<file path="config.mk">
export PLATFORM = sky130hd
export DESIGN_NAME = gas_sensor_ppm_estimator_unit
export DESIGN_NICKNAME = d
export VERILOG_FILES = /design/src/rtl/gspe_pkg.sv /design/src/rtl/gspe_div.sv /design/src/rtl/gas_sensor_ppm_estimator_unit.sv
export SDC_FILE = /design/constraint.sdc
export NUM_CORES = 2
export LEC_CHECK = 0
export ABC_AREA = 1
export BUFFER_PORTS_ARGS = -buffer_cell sky130_fd_sc_hd__buf_2
export CORE_ASPECT_RATIO = 1.2
export CORE_MARGIN = 8
export CORE_UTILIZATION = 35
export CTS_CLUSTER_DIAMETER = 150
export DETAILED_ROUTE_END_ITERATION = 10
export SYNTH_ARGS = -nofsm -noshare
export SYNTH_HDL_FRONTEND = slang
export SYNTH_SLANG_ARGS = --single-unit
export TNS_END_PERCENT = 100
</file>
<file path="constraint.sdc">
create_clock -name clk -period 8 [get_ports clk]
set_clock_uncertainty 0.1 [all_clocks]
set_input_delay 0.4 -clock clk [delete_from_list [all_inputs] [get_ports clk]]
set_output_delay 0.4 -clock clk [all_outputs]
set_load 0.1 [all_outputs]
</file>
<file path="src/rtl/gspe_pkg.sv">
`timescale 1ns / 1ps
`default_nettype none

package gspe_pkg;

	// shared divider
	localparam int DVD_W     = 41;
	localparam int DVS_W     = 24;
	localparam int DIV_CNT_W = $clog2(DVD_W + 1);

	typedef struct packed {
		logic             start;
		logic [DVD_W-1:0] dividend;
		logic [DVS_W-1:0] divisor;
	} div_req_t;

	typedef struct packed {
		logic             busy;
		logic             done;
		logic [DVD_W-1:0] quotient;
	} div_rsp_t;

	// parameter defaults
	localparam int MEASURE_SAMPLES_DEF   = 10;
	localparam int CALIBRATE_SAMPLES_DEF = 50;
	localparam int ADC_BITS_DEF          = 12;

	// field widths
	localparam int LOAD_W = 16;
	localparam int REF_W  = 24;
	localparam int MV_W   = 12;
	localparam int CONC_W = 14;
	localparam int RS_W   = 25;
	localparam int R_W    = 23;

	// codes
	localparam logic OP_MEASURE   = 1'b0;
	localparam logic OP_CALIBRATE = 1'b1;
	localparam logic REG_LOAD_RES = 1'b0;

	// constants
	localparam logic [11:0]       VREF_MV    = 12'd3300;
	localparam logic [12:0]       SUPPLY_MV  = 13'd5000;
	localparam logic [11:0]       MIN_MV     = 12'd10;
	localparam logic [17:0]       COEF_A     = 18'd255014;
	localparam logic [14:0]       COEF_B     = 15'd30828;
	localparam logic [14:0]       COEF_C     = 15'd27368;
	localparam logic [R_W-1:0]    RATIO_MAX  = 23'h400000;
	localparam logic [CONC_W-1:0] CONC_MAX   = 14'd16000;
	localparam logic [4:0]        CAL_DIV    = 5'd22;
	localparam logic [LOAD_W-1:0] LOAD_RESET = 16'd2560;
	localparam logic [REF_W-1:0]  REF_RESET  = 24'd2560;
	localparam logic [REF_W-1:0]  R24_MAX    = 24'hFFFFFF;

endpackage

`default_nettype wire

</file>
<file path="src/rtl/gspe_div.sv">
`timescale 1ns / 1ps
`default_nettype none

module gspe_div (
	input  wire logic              clk,
	input  wire logic              arst_n,
	input  wire gspe_pkg::div_req_t req,
	output gspe_pkg::div_rsp_t     rsp
);

	logic [gspe_pkg::DVD_W-1:0]     dvd_q;
	logic [gspe_pkg::DVS_W-1:0]     dvs_q;
	logic [gspe_pkg::DVS_W-1:0]     rem_q;
	logic [gspe_pkg::DIV_CNT_W-1:0] cnt_q;
	logic                           busy_q;
	logic                           done_q;

	logic [gspe_pkg::DVS_W:0] rem_sh;
	logic [gspe_pkg::DVS_W:0] rem_nx;
	logic                     ge;

	// one restoring step per cycle, quotient bits shift in from the bottom
	always_comb begin
		rem_sh = {rem_q, dvd_q[gspe_pkg::DVD_W-1]};
		ge     = rem_sh >= {1'b0, dvs_q};
		rem_nx = ge ? (rem_sh - {1'b0, dvs_q}) : rem_sh;
	end

	always_ff @(posedge clk or negedge arst_n) begin
		if (!arst_n) begin
			busy_q <= 1'b0;
			done_q <= 1'b0;
			cnt_q  <= '0;
			dvd_q  <= '0;
			dvs_q  <= '0;
			rem_q  <= '0;
		end else begin
			done_q <= 1'b0;
			if (req.start && !busy_q) begin
				dvd_q  <= req.dividend;
				dvs_q  <= req.divisor;
				rem_q  <= '0;
				cnt_q  <= gspe_pkg::DIV_CNT_W'(gspe_pkg::DVD_W);
				busy_q <= 1'b1;
			end else if (busy_q) begin
				dvd_q <= {dvd_q[gspe_pkg::DVD_W-2:0], ge};
				rem_q <= rem_nx[gspe_pkg::DVS_W-1:0];
				cnt_q <= cnt_q - 1'b1;
				if (cnt_q == gspe_pkg::DIV_CNT_W'(1)) begin
					busy_q <= 1'b0;
					done_q <= 1'b1;
				end
			end
		end
	end

	assign rsp.busy     = busy_q;
	assign rsp.done     = done_q;
	assign rsp.quotient = dvd_q;

endmodule

`default_nettype wire

</file>
<file path="src/rtl/gas_sensor_ppm_estimator_unit.sv">
// gas sensor ppm estimator
// sample channel: sample_valid / sample_stall carry one word of opcode and
// adc_sample. a word is taken at a clock edge with valid high and stall low.
// words with the same opcode are summed into a run; a change of opcode
// starts a new run with the current word as its first.
// a word that does not complete a run leaves the unit idle for the next word.
// a word that completes a run starts the sequencer, which runs four divisions
// on one shared restoring divider (one quotient bit a cycle) plus multiply
// steps on a registered multiplier. sample_stall stays high meanwhile.
// result channel: result_valid / result_stall carry one word per run from an
// output register. a held word does not block the next run from summing;
// a new result waits in the sequencer until the output register is free.
// apb port: one register, load resistance at addresses 0 to 3 (paddr[2] low), pready always high.
// a zero write is ignored.
// reset: run cleared to measure, load and clean-air resistance at 10 kilohm,
// no result pending.
`timescale 1ns / 1ps
`default_nettype none

module gas_sensor_ppm_estimator_unit #(
	parameter int MEASURE_SAMPLES   = gspe_pkg::MEASURE_SAMPLES_DEF,
	parameter int CALIBRATE_SAMPLES = gspe_pkg::CALIBRATE_SAMPLES_DEF,
	parameter int ADC_BITS          = gspe_pkg::ADC_BITS_DEF
) (
	input  wire logic        clk,
	input  wire logic        arst_n,

	input  wire logic        psel,
	input  wire logic        penable,
	input  wire logic        pwrite,
	input  wire logic [2:0]  paddr,
	input  wire logic [31:0] pwdata,
	output logic      [31:0] prdata,
	output logic             pready,

	input  wire logic        sample_valid,
	output logic             sample_stall,
	input  wire logic        opcode,
	input  wire logic [11:0] adc_sample,

	output logic             result_valid,
	input  wire logic        result_stall,
	output logic             result_kind,
	output logic [13:0]      concentration,
	output logic [23:0]      clean_air_resistance,
	output logic [11:0]      average_millivolts
);

	localparam int MAX_SAMPLES = (MEASURE_SAMPLES > CALIBRATE_SAMPLES) ?
		MEASURE_SAMPLES : CALIBRATE_SAMPLES;
	localparam int CNT_W  = $clog2(MAX_SAMPLES + 1);
	localparam int SUM_W  = ADC_BITS + CNT_W;
	localparam int MULA_W = 29;
	localparam int MULB_W = 23;
	localparam int MULP_W = MULA_W + MULB_W;
	localparam int POS_W  = 48;

	localparam logic [CNT_W-1:0]    MEAS_TGT   = CNT_W'(MEASURE_SAMPLES);
	localparam logic [CNT_W-1:0]    CAL_TGT    = CNT_W'(CALIBRATE_SAMPLES);
	localparam logic [ADC_BITS-1:0] FULL_SCALE = '1;
	localparam logic [11:0]         ADC_MASK   = (ADC_BITS >= 12) ? 12'hFFF :
		12'((1 << ADC_BITS) - 1);

	typedef enum logic [4:0] {
		ST_IDLE,
		ST_AVG_GO,
		ST_AVG_W,
		ST_MV_MUL,
		ST_MV_GO,
		ST_MV_W,
		ST_RS_MUL,
		ST_RS_GO,
		ST_RS_W,
		ST_RO_GO,
		ST_RO_W,
		ST_R_GO,
		ST_R_W,
		ST_R2_MUL,
		ST_A_MUL,
		ST_B_MUL,
		ST_CURVE,
		ST_OUT
	} state_t;

	state_t                          state_q;
	logic [SUM_W-1:0]                sum_q;
	logic [CNT_W-1:0]                cnt_q;
	logic                            kind_q;
	logic [gspe_pkg::LOAD_W-1:0]     load_q;
	logic [gspe_pkg::REF_W-1:0]      ref_q;
	logic [ADC_BITS-1:0]             avg_q;
	logic [gspe_pkg::MV_W-1:0]       mv_q;
	logic [gspe_pkg::MV_W-1:0]       mvc_q;
	logic [gspe_pkg::RS_W-1:0]       rs_q;
	logic [gspe_pkg::R_W-1:0]        r_q;
	logic [POS_W-1:0]                pos_q;
	logic [gspe_pkg::CONC_W-1:0]     conc_q;
	logic [MULP_W-1:0]               mul_q;

	logic                            res_valid_q;
	logic                            res_kind_q;
	logic [gspe_pkg::CONC_W-1:0]     res_conc_q;
	logic [gspe_pkg::REF_W-1:0]      res_ref_q;
	logic [gspe_pkg::MV_W-1:0]       res_mv_q;

	gspe_pkg::div_req_t div_req;
	gspe_pkg::div_rsp_t div_rsp;

	logic                            accept;
	logic                            same_run;
	logic [SUM_W-1:0]                sum_nx;
	logic [CNT_W-1:0]                cnt_nx;
	logic [CNT_W-1:0]                tgt_in;
	logic [CNT_W-1:0]                tgt_cur;
	logic [gspe_pkg::RS_W+2:0]       rs5;
	logic [gspe_pkg::REF_W-1:0]      ref_nz;
	logic [gspe_pkg::MV_W-1:0]       mv_nx;
	logic [MULA_W-1:0]               mul_a;
	logic [MULB_W-1:0]               mul_b;
	logic [POS_W-1:0]                neg;
	logic [POS_W-1:0]                diff;
	logic                            cfg_wr;

	gspe_div u_div (
		.clk    (clk),
		.arst_n (arst_n),
		.req    (div_req),
		.rsp    (div_rsp)
	);

	// apb register
	assign pready = 1'b1;
	assign cfg_wr = psel && penable && pwrite && pready;
	assign prdata = (paddr[2] == gspe_pkg::REG_LOAD_RES) ? {16'b0, load_q} : '0;

	// run bookkeeping
	assign accept   = sample_valid && !sample_stall;
	assign same_run = (opcode == kind_q);
	assign sum_nx   = (same_run ? sum_q : '0) + SUM_W'(adc_sample & ADC_MASK);
	assign cnt_nx   = (same_run ? cnt_q : '0) + 1'b1;
	assign tgt_in   = (opcode == gspe_pkg::OP_CALIBRATE) ? CAL_TGT : MEAS_TGT;
	assign tgt_cur  = (kind_q == gspe_pkg::OP_CALIBRATE) ? CAL_TGT : MEAS_TGT;

	assign rs5    = {1'b0, rs_q, 2'b00} + (gspe_pkg::RS_W+3)'(rs_q);
	assign ref_nz = (ref_q == '0) ? gspe_pkg::REF_W'(1) : ref_q;
	assign mv_nx  = (div_rsp.quotient > gspe_pkg::DVD_W'(gspe_pkg::VREF_MV)) ?
		gspe_pkg::VREF_MV : div_rsp.quotient[gspe_pkg::MV_W-1:0];
	assign neg    = mul_q[POS_W-1:0];
	assign diff   = pos_q - neg;

	// divider operands
	always_comb begin
		div_req = '0;
		case (state_q)
			ST_AVG_GO: begin
				div_req.start    = 1'b1;
				div_req.dividend = gspe_pkg::DVD_W'(sum_q);
				div_req.divisor  = gspe_pkg::DVS_W'(tgt_cur);
			end
			ST_MV_GO: begin
				div_req.start    = 1'b1;
				div_req.dividend = gspe_pkg::DVD_W'(mul_q);
				div_req.divisor  = gspe_pkg::DVS_W'(FULL_SCALE);
			end
			ST_RS_GO: begin
				div_req.start    = 1'b1;
				div_req.dividend = gspe_pkg::DVD_W'(mul_q);
				div_req.divisor  = gspe_pkg::DVS_W'(mvc_q);
			end
			ST_RO_GO: begin
				div_req.start    = 1'b1;
				div_req.dividend = gspe_pkg::DVD_W'(rs5);
				div_req.divisor  = gspe_pkg::DVS_W'(gspe_pkg::CAL_DIV);
			end
			ST_R_GO: begin
				div_req.start    = 1'b1;
				div_req.dividend = gspe_pkg::DVD_W'({rs_q, 16'b0});
				div_req.divisor  = ref_nz;
			end
			default: begin
				div_req = '0;
			end
		endcase
	end

	// multiplier operands
	always_comb begin
		case (state_q)
			ST_MV_MUL: begin
				mul_a = MULA_W'(avg_q);
				mul_b = MULB_W'(gspe_pkg::VREF_MV);
			end
			ST_RS_MUL: begin
				mul_a = MULA_W'(gspe_pkg::SUPPLY_MV - 13'(mvc_q));
				mul_b = MULB_W'(load_q);
			end
			ST_R2_MUL: begin
				mul_a = MULA_W'(r_q);
				mul_b = r_q;
			end
			ST_A_MUL: begin
				mul_a = mul_q[44:16];
				mul_b = MULB_W'(gspe_pkg::COEF_A);
			end
			ST_B_MUL: begin
				mul_a = MULA_W'(r_q);
				mul_b = MULB_W'(gspe_pkg::COEF_B);
			end
			default: begin
				mul_a = '0;
				mul_b = '0;
			end
		endcase
	end

	always_ff @(posedge clk) begin
		mul_q <= MULP_W'(mul_a) * MULP_W'(mul_b);
	end

	always_ff @(posedge clk or negedge arst_n) begin
		if (!arst_n) begin
			state_q     <= ST_IDLE;
			sum_q       <= '0;
			cnt_q       <= '0;
			kind_q      <= gspe_pkg::OP_MEASURE;
			load_q      <= gspe_pkg::LOAD_RESET;
			ref_q       <= gspe_pkg::REF_RESET;
			avg_q       <= '0;
			mv_q        <= '0;
			mvc_q       <= '0;
			rs_q        <= '0;
			r_q         <= '0;
			pos_q       <= '0;
			conc_q      <= '0;
			res_valid_q <= 1'b0;
			res_kind_q  <= 1'b0;
			res_conc_q  <= '0;
			res_ref_q   <= '0;
			res_mv_q    <= '0;
		end else begin
			if (cfg_wr && paddr[2] == gspe_pkg::REG_LOAD_RES && pwdata[15:0] != '0) begin
				load_q <= pwdata[15:0];
			end
			if (res_valid_q && !result_stall && state_q != ST_OUT) begin
				res_valid_q <= 1'b0;
			end
			case (state_q)
				ST_IDLE: begin
					if (accept) begin
						kind_q <= opcode;
						sum_q  <= sum_nx;
						if (cnt_nx == tgt_in) begin
							cnt_q   <= '0;
							state_q <= ST_AVG_GO;
						end else begin
							cnt_q <= cnt_nx;
						end
					end
				end
				ST_AVG_GO: begin
					sum_q   <= '0;
					state_q <= ST_AVG_W;
				end
				ST_AVG_W: begin
					if (div_rsp.done) begin
						avg_q   <= div_rsp.quotient[ADC_BITS-1:0];
						state_q <= ST_MV_MUL;
					end
				end
				ST_MV_MUL: begin
					state_q <= ST_MV_GO;
				end
				ST_MV_GO: begin
					state_q <= ST_MV_W;
				end
				ST_MV_W: begin
					if (div_rsp.done) begin
						mv_q    <= mv_nx;
						mvc_q   <= (mv_nx < gspe_pkg::MIN_MV) ? gspe_pkg::MIN_MV : mv_nx;
						state_q <= ST_RS_MUL;
					end
				end
				ST_RS_MUL: begin
					state_q <= ST_RS_GO;
				end
				ST_RS_GO: begin
					state_q <= ST_RS_W;
				end
				ST_RS_W: begin
					if (div_rsp.done) begin
						rs_q    <= div_rsp.quotient[gspe_pkg::RS_W-1:0];
						state_q <= (kind_q == gspe_pkg::OP_CALIBRATE) ? ST_RO_GO : ST_R_GO;
					end
				end
				ST_RO_GO: begin
					state_q <= ST_RO_W;
				end
				ST_RO_W: begin
					if (div_rsp.done) begin
						ref_q <= (div_rsp.quotient > gspe_pkg::DVD_W'(gspe_pkg::R24_MAX)) ?
							gspe_pkg::R24_MAX : div_rsp.quotient[gspe_pkg::REF_W-1:0];
						conc_q  <= '0;
						state_q <= ST_OUT;
					end
				end
				ST_R_GO: begin
					state_q <= ST_R_W;
				end
				ST_R_W: begin
					if (div_rsp.done) begin
						r_q <= (div_rsp.quotient > gspe_pkg::DVD_W'(gspe_pkg::RATIO_MAX)) ?
							gspe_pkg::RATIO_MAX : div_rsp.quotient[gspe_pkg::R_W-1:0];
						state_q <= ST_R2_MUL;
					end
				end
				ST_R2_MUL: begin
					state_q <= ST_A_MUL;
				end
				ST_A_MUL: begin
					state_q <= ST_B_MUL;
				end
				ST_B_MUL: begin
					pos_q   <= mul_q[POS_W-1:0] + (POS_W'(gspe_pkg::COEF_C) << 16);
					state_q <= ST_CURVE;
				end
				ST_CURVE: begin
					if (pos_q <= neg) begin
						conc_q <= '0;
					end else if (diff[47:28] > 20'(gspe_pkg::CONC_MAX)) begin
						conc_q <= gspe_pkg::CONC_MAX;
					end else begin
						conc_q <= diff[41:28];
					end
					state_q <= ST_OUT;
				end
				ST_OUT: begin
					if (!res_valid_q || !result_stall) begin
						res_valid_q <= 1'b1;
						res_kind_q  <= kind_q;
						res_conc_q  <= conc_q;
						res_ref_q   <= ref_q;
						res_mv_q    <= mv_q;
						state_q     <= ST_IDLE;
					end
				end
				default: begin
					state_q <= ST_IDLE;
				end
			endcase
		end
	end

	assign sample_stall         = (state_q != ST_IDLE);
	assign result_valid         = res_valid_q;
	assign result_kind          = res_kind_q;
	assign concentration        = res_conc_q;
	assign clean_air_resistance = res_ref_q;
	assign average_millivolts   = res_mv_q;

	// checks
	a_div_start_idle: assert property (@(posedge clk) disable iff (!arst_n)
		div_req.start |-> !div_rsp.busy)
		else $error("divider started while busy");

	a_count_below_target: assert property (@(posedge clk) disable iff (!arst_n)
		cnt_q < tgt_cur)
		else $error("run count reached target without completing");

	a_result_from_seq: assert property (@(posedge clk) disable iff (!arst_n)
		$rose(res_valid_q) |-> $past(state_q == ST_OUT))
		else $error("result word not loaded by the sequencer");

	a_cal_conc_zero: assert property (@(posedge clk) disable iff (!arst_n)
		(res_valid_q && res_kind_q == gspe_pkg::OP_CALIBRATE) |-> (res_conc_q == '0))
		else $error("calibration word carries a concentration");

	a_conc_range: assert property (@(posedge clk) disable iff (!arst_n)
		res_valid_q |-> (res_conc_q <= gspe_pkg::CONC_MAX))
		else $error("concentration above clamp");

endmodule

`default_nettype wire
</file>
# == Word level (Yosys, flattened, before mapping) ==
# Index checks and enable logic that the tools add are counted.
# totals
regBits,413
latch_bits,0
ramBits,0
mem_bits_ro,0
input_bits,55
mem_count,0
# op_classes
addsub,8
multipliers,1
div_mod_pow,0
order_cmp,7
n_eq_ne,29
shifts,0
muxes,46
n_bitwise,1
reduce_logical,31
# op_table
op,n
case mux 66 bit (5 select lines),1
two-way mux 24 bit,5
case mux 29 bit (4 select lines),1
case mux 23 bit (5 select lines),1
case mux 5 bit (18 select lines),1
two-way mux 41 bit,2
adder 48 x 31 -> 48 bit (second input constant),1
less-or-equal comparator 48 bit,1
multiplier 29 x 23 -> 48 bit,1
subtractor 48 bit,1
two-way mux 14 bit,3
greater-than comparator 41 x 12 -> 1 bit (second input constant),1
greater-than comparator 41 x 23 -> 1 bit (second input constant),1
greater-than comparator 41 x 24 -> 1 bit (second input constant),1
equality test 5 x 4 -> 1 bit (second input constant),8
two-way mux 5 bit,8
two-way mux 18 bit,2
two-way mux 6 bit,6
case mux 18 bit (2 select lines),1
adder 27 x 25 -> 28 bit,1
case mux 14 bit (2 select lines),1
greater-or-equal comparator 25 x 24 -> 1 bit,1
logical NOT 24 bit,1
two-way mux 12 bit,2
other kinds (32),71

# == Depth between registers and ports, before layout ==
# logic_depth
ltp_word,7
ltp_mapped,43
mapped_depth_nobuf,40

# == Modules after synthesis ==
# Synthesis repeated with hierarchy kept, for this count alone.
# hier_totals
cells_unflattened,5974
area_unflattened_um2,45796.4
# by_module_without_submodules
mod,n_inst,cells_per_inst,area_per_inst_um2
gas_sensor_ppm_estimator_unit,1,5113,39691.8
gspe_div,1,861,6104.6

# == Worst setup path before layout ==
# OpenSTA, ideal clock, no wires.
# synth_path
path_type,reg-to-reg
startpoint,register state_q[2]
endpoint,register mul_q[38]
setup_time_ps,72
arrival_time_ps,7302
required_ps,7828
setup_slack_ps,526
stages_incl_launch_ff,40
synth_period_minus_slack_ps,7474
path_cell_list,dfrtp_1 > buf_2 > nand2_2 > nor2_2 > nor2_2 > buf_6 > nor2_1 > a221oi_1 > nand2_1 > inv_1 > buf_2 > nor2_1 > fa_1 > inv_1 > fa_1 > inv_1 > fa_1 > inv_1 > [4 not listed] > inv_1 > fa_1 > inv_1 > ha_1 > buf_2 > nand2_1 > nor2_1 > inv_1 > nor2_1 > inv_1 > nor4_1 > a21oi_1 > o21ai_1 > nand2_1 > nand2_1 > nand2_1 > nand2_1 > xor2_1
# synth_via
elab_chain_cells,4
word_cells_on_any_way,9
classes_between,mul: 1; eq/ne: 5; mux: 2; reduce/logical: 1
# synth_rtl
element,line,source
"start, declared",gas_sensor_ppm_estimator_unit.sv:85,state_t state_q;
"start signal, assigned",gas_sensor_ppm_estimator_unit.sv:292,state_q <= (kind_q == gspe_pkg::OP_CALIBRATE) ? ST_RO_GO : ST_R_GO;
equality test 5 x 4 -> 1 bit,gas_sensor_ppm_estimator_unit.sv:188,case (state_q)
OR reduction 2 bit (no line),-,
case mux 29 bit (4 select lines),gas_sensor_ppm_estimator_unit.sv:188,
multiplier 29 x 23 -> 48 bit (*),gas_sensor_ppm_estimator_unit.sv:217,mul_q <= MULP_W'(mul_a) * MULP_W'(mul_b);
"end signal, assigned",gas_sensor_ppm_estimator_unit.sv:217,
"end, declared",gas_sensor_ppm_estimator_unit.sv:98,logic [MULP_W-1:0] mul_q;
# Mark *: on every way between the ends. The rest lies on a longest branch, timed or not.
# A chain may end at the register's enable or synchronous reset.

# == Worst setup path after layout ==
# layout_path
startpoint,register mvc_q[0] (netlist bit)
endpoint,register mul_q[38]
# layout_via
elab_chain_cells,3
# layout_rtl
element,line,source
"start, declared",gas_sensor_ppm_estimator_unit.sv:93,logic [gspe_pkg::MV_W-1:0] mvc_q;
"start signal, assigned",gas_sensor_ppm_estimator_unit.sv:279,mvc_q <= (mv_nx < gspe_pkg::MIN_MV) ? gspe_pkg::MIN_MV : mv_nx;
subtractor 13 x 12 -> 14 bit,gas_sensor_ppm_estimator_unit.sv:194,mul_a = MULA_W'(gspe_pkg::SUPPLY_MV - 13'(mvc_q));
case mux 29 bit (4 select lines),gas_sensor_ppm_estimator_unit.sv:188,
multiplier 29 x 23 -> 48 bit,gas_sensor_ppm_estimator_unit.sv:217,
# Every way passes these cells.

==> results.ini <==
[run_status]
status=finished clean

[drt]
vias=38943
drt_pass1_iterations=6
wl_microns=152000
drt_iter0_markers=2433
antenna_left=0
wl_per_cell_microns=19.4
drc=0
via_per_inst=4.98

[cells_and_area]
antenna_cells=0
final_util=0.409
nets=6982
drive_gt1_frac=0.124
syn2layout_area_growth_pct=16.0

[setup_path]
end_kind=register
crit_required_ns=8.44
startpoint_type=register
slowest_delay_ns=0.61
crit_type=reg2reg
cp.arrival_ns=8.24
crit_fanout=5
critPathSlowestCell=fa_2

[timing]
maxSlewHeadroom=0.277
timing.final.hold_violations=0
fin_crit_sh=0.975
rsz0062_at_grt=true
timing_max_transition_violations_final=0
worst_pin_slew_ns=1.08
clock.fmax_mhz=128
period_needed_ns=7.80
setup_viol=0

[yosys]
yosysTopAreaCell=fa_1
synth_cells=5751
yosysUniqueCellTypes=70
synth_common_cells=inv_1 (1266), nand2_1 (1193), fa_1 (562)
yosysMostFrequentCell=inv_1
ys.flop_type=dfrtp_1
syn_avg_cell_area_sq_um=7.85
syn_area_sq_um=45100
synth.yosys.warnings=0
synth_edf_count=0
seq_area_frac_synth=0.224
async_flop_share=0.884
synth.area.top_cells=fa_1 (25%), dfrtp_1 (20%), inv_1 (11%), nand2_1 (9.9%), ha_1 (7.4%)
ys_seq_elements=413
synth_top_area_frac=0.249

[place]
port_buffers=105
gp_congestion=0.950
dp_hpwl_microns=123000

[power]
power_mw=12.3
p_per_area_nw_per_um2=235
leakage_nw=25.9
irDropWorstVdd_v=0.000164

[floorplanning]
design.core.area_sq_um=128000
num_rows=144
die_x_microns=344
io_pins=141
start_util=0.352
dieArea_sq_um=141000
fp.dieH_microns=409

[global_routing]
grt_pass1_wl_microns=233000
overflow=0
antenna_found_initial=2
grt_max_degree=153
track_usage=0.213
grt_pass1_vias=40441

[clock_tree]
htreeDepth=2
clockRootBuffer=clkbuf_16
clock_sinks=413
clk_pin_slew_ns=0.07
clk_latency_ns=0.61
cts_tree=yes
cts_inserted_buffers=44
clock_tree.buffer_depth=3

[job]
drv_cap=0

[worst_hold_path]
hold_path.class=in2reg

repair_timing:
action	CTS	global route
buffers inserted	0	31
endpoints found under the hold margin	88	0
hold buffers	17	0
gates resized for setup	3	208
pin swaps	0	119
endpoints found under the setup margin	10	30
cloned	0	4
stage by stage:
stage	cells	setup WS, ns	hold WS (ns)	area, sq um	setup TNS [ns]
after floorplan	5840	0.526	0.00441	45500	0
after global placement	7680	-0.177	0.355	49400	-0.531
after detailed placement	7680	-0.258	0.360	49400	-1.09
after CTS	7779	0.00158	0.0120	51200	0
after global routing	7814	-0.112	0.0374	52400	-0.446
final	7814	0.201	0.0233	52400	0
registers in the layout (all words and copies together) (netlist names), 5 cells and up:
signal,flops
mvc_q,12
u_div.rem_q,24
concentration,14
average_millivolts,12
rs_q,25
load_q,16
conc_q,14
mul_q,48
r_q,23
pos_q,48
ref_q,24
sum_q,18
u_div.dvd_q,41
mv_q,12
u_div.dvs_q,24
state_q,5
cnt_q,6
clean_air_resistance,24
u_div.cnt_q,6
avg_q,12
cells in the final DEF (no fill, tap or decap), types with 18 or more instances in the layout:
cell type  netlist  routed
inv_1         1266    1235
nand2_1       1193    1175
fa_1           562     536
nor2_1         454     430
o21ai_0        396     391
dfrtp_1        361     360
ha_1           266     247
buf_4           25     229
a21oi_1        228     219
nand3_1        147     141
buf_2           74     104
conb_1           2      91
xor2_1          74      74
inv_2           32      55
o22ai_1         56      52
nor3_1          53      50
clkbuf_16        0      49
dfxtp_1         48      48
nand4_1         38      38
buf_12           0      36
a31oi_1         37      33
xnor2_1         33      33
nor2_2          15      30
o21ai_1         27      29
o221ai_1        27      27
fa_2             0      26
o211ai_1        24      24
nand2_2          7      22
o21bai_1        19      19
nor2_4           9      18
a22oi_1         20      18
ha_4             0      18
logic make-up after synthesis:
kind of cell,after synthesis,synth area share
flip-flops,413,0.224
buffers and inverters,1499,0.129
AO/OA/AOI/OAI,921,0.119
AND/OR/NAND/NOR,1969,0.180
XOR/XNOR,107,0.0208
multiplexers,12,0.00299
other,2,0.000166
adder cells (fa/ha/maj),828,0.323
area by class of cell:
type	count	area, sq um
Fill cell	13049	75700
Clock inverter	26	267
Clock buffer	56	1260
Tap cell	1679	2100
Inverter	1306	4940
Sequential cell	413	10100
Timing Repair Buffer	405	3390
Timing Repair inverter	1	5.00
Multi-Input combinational cell	3928	30300
routing by layer:
| metal | vias up | share of wire | global-route usage |
|---|---|---|---|
| met5 | - | 0 | 0 |
| met4 | 0 | 0.070 | 0.124 |
| met3 | 376 | 0.045 | 0.0230 |
| met2 | 1089 | 0.51 | 0.385 |
| met1 | 19134 | 0.37 | 0.240 |
| li1 | 18344 | - | - |
final timing paths:
check	start	endpoint	slack, ns	cells after the start
max reg2reg	mvc_q[0]$_DFFE_PN0P_	mul_q[38]$_DFF_P_	0.20	39
max	mvc_q[0]$_DFFE_PN0P_	mul_q[38]$_DFF_P_	0.20	39
min in group asynchronous	arst_n	result_valid$_DFF_PN0_	0.27	2
min reg2reg	clean_air_resistance[15]$_DFFE_PN0P_	clean_air_resistance[15]$_DFFE_PN0P_	0.38	2
max in group asynchronous	arst_n	u_div.dvs_q[5]$_DFFE_PN0P_	6.23	3
min	opcode	kind_q$_DFFE_PN0P_	0.02	3
where the power goes:
| group | switching (mW) | total [mW] | internal (mW) |
|---|---|---|---|
| sequential | 0.532 | 3.13 | 2.59 |
| clock | 0.973 | 2.17 | 1.20 |
| combinational | 4.58 | 6.99 | 2.41 |
worst max-delay path: cells and delay by family, from the launching register on:
family          cells  cell delay [ns]
buf+inv            10             0.97
flops               1             0.39
fa+ha+maj           8             3.87
compound gates      5             0.58
xor+xnor            1             0.13
simple gates       15             1.64
Note: power is estimated with default switching activity, not from simulation.
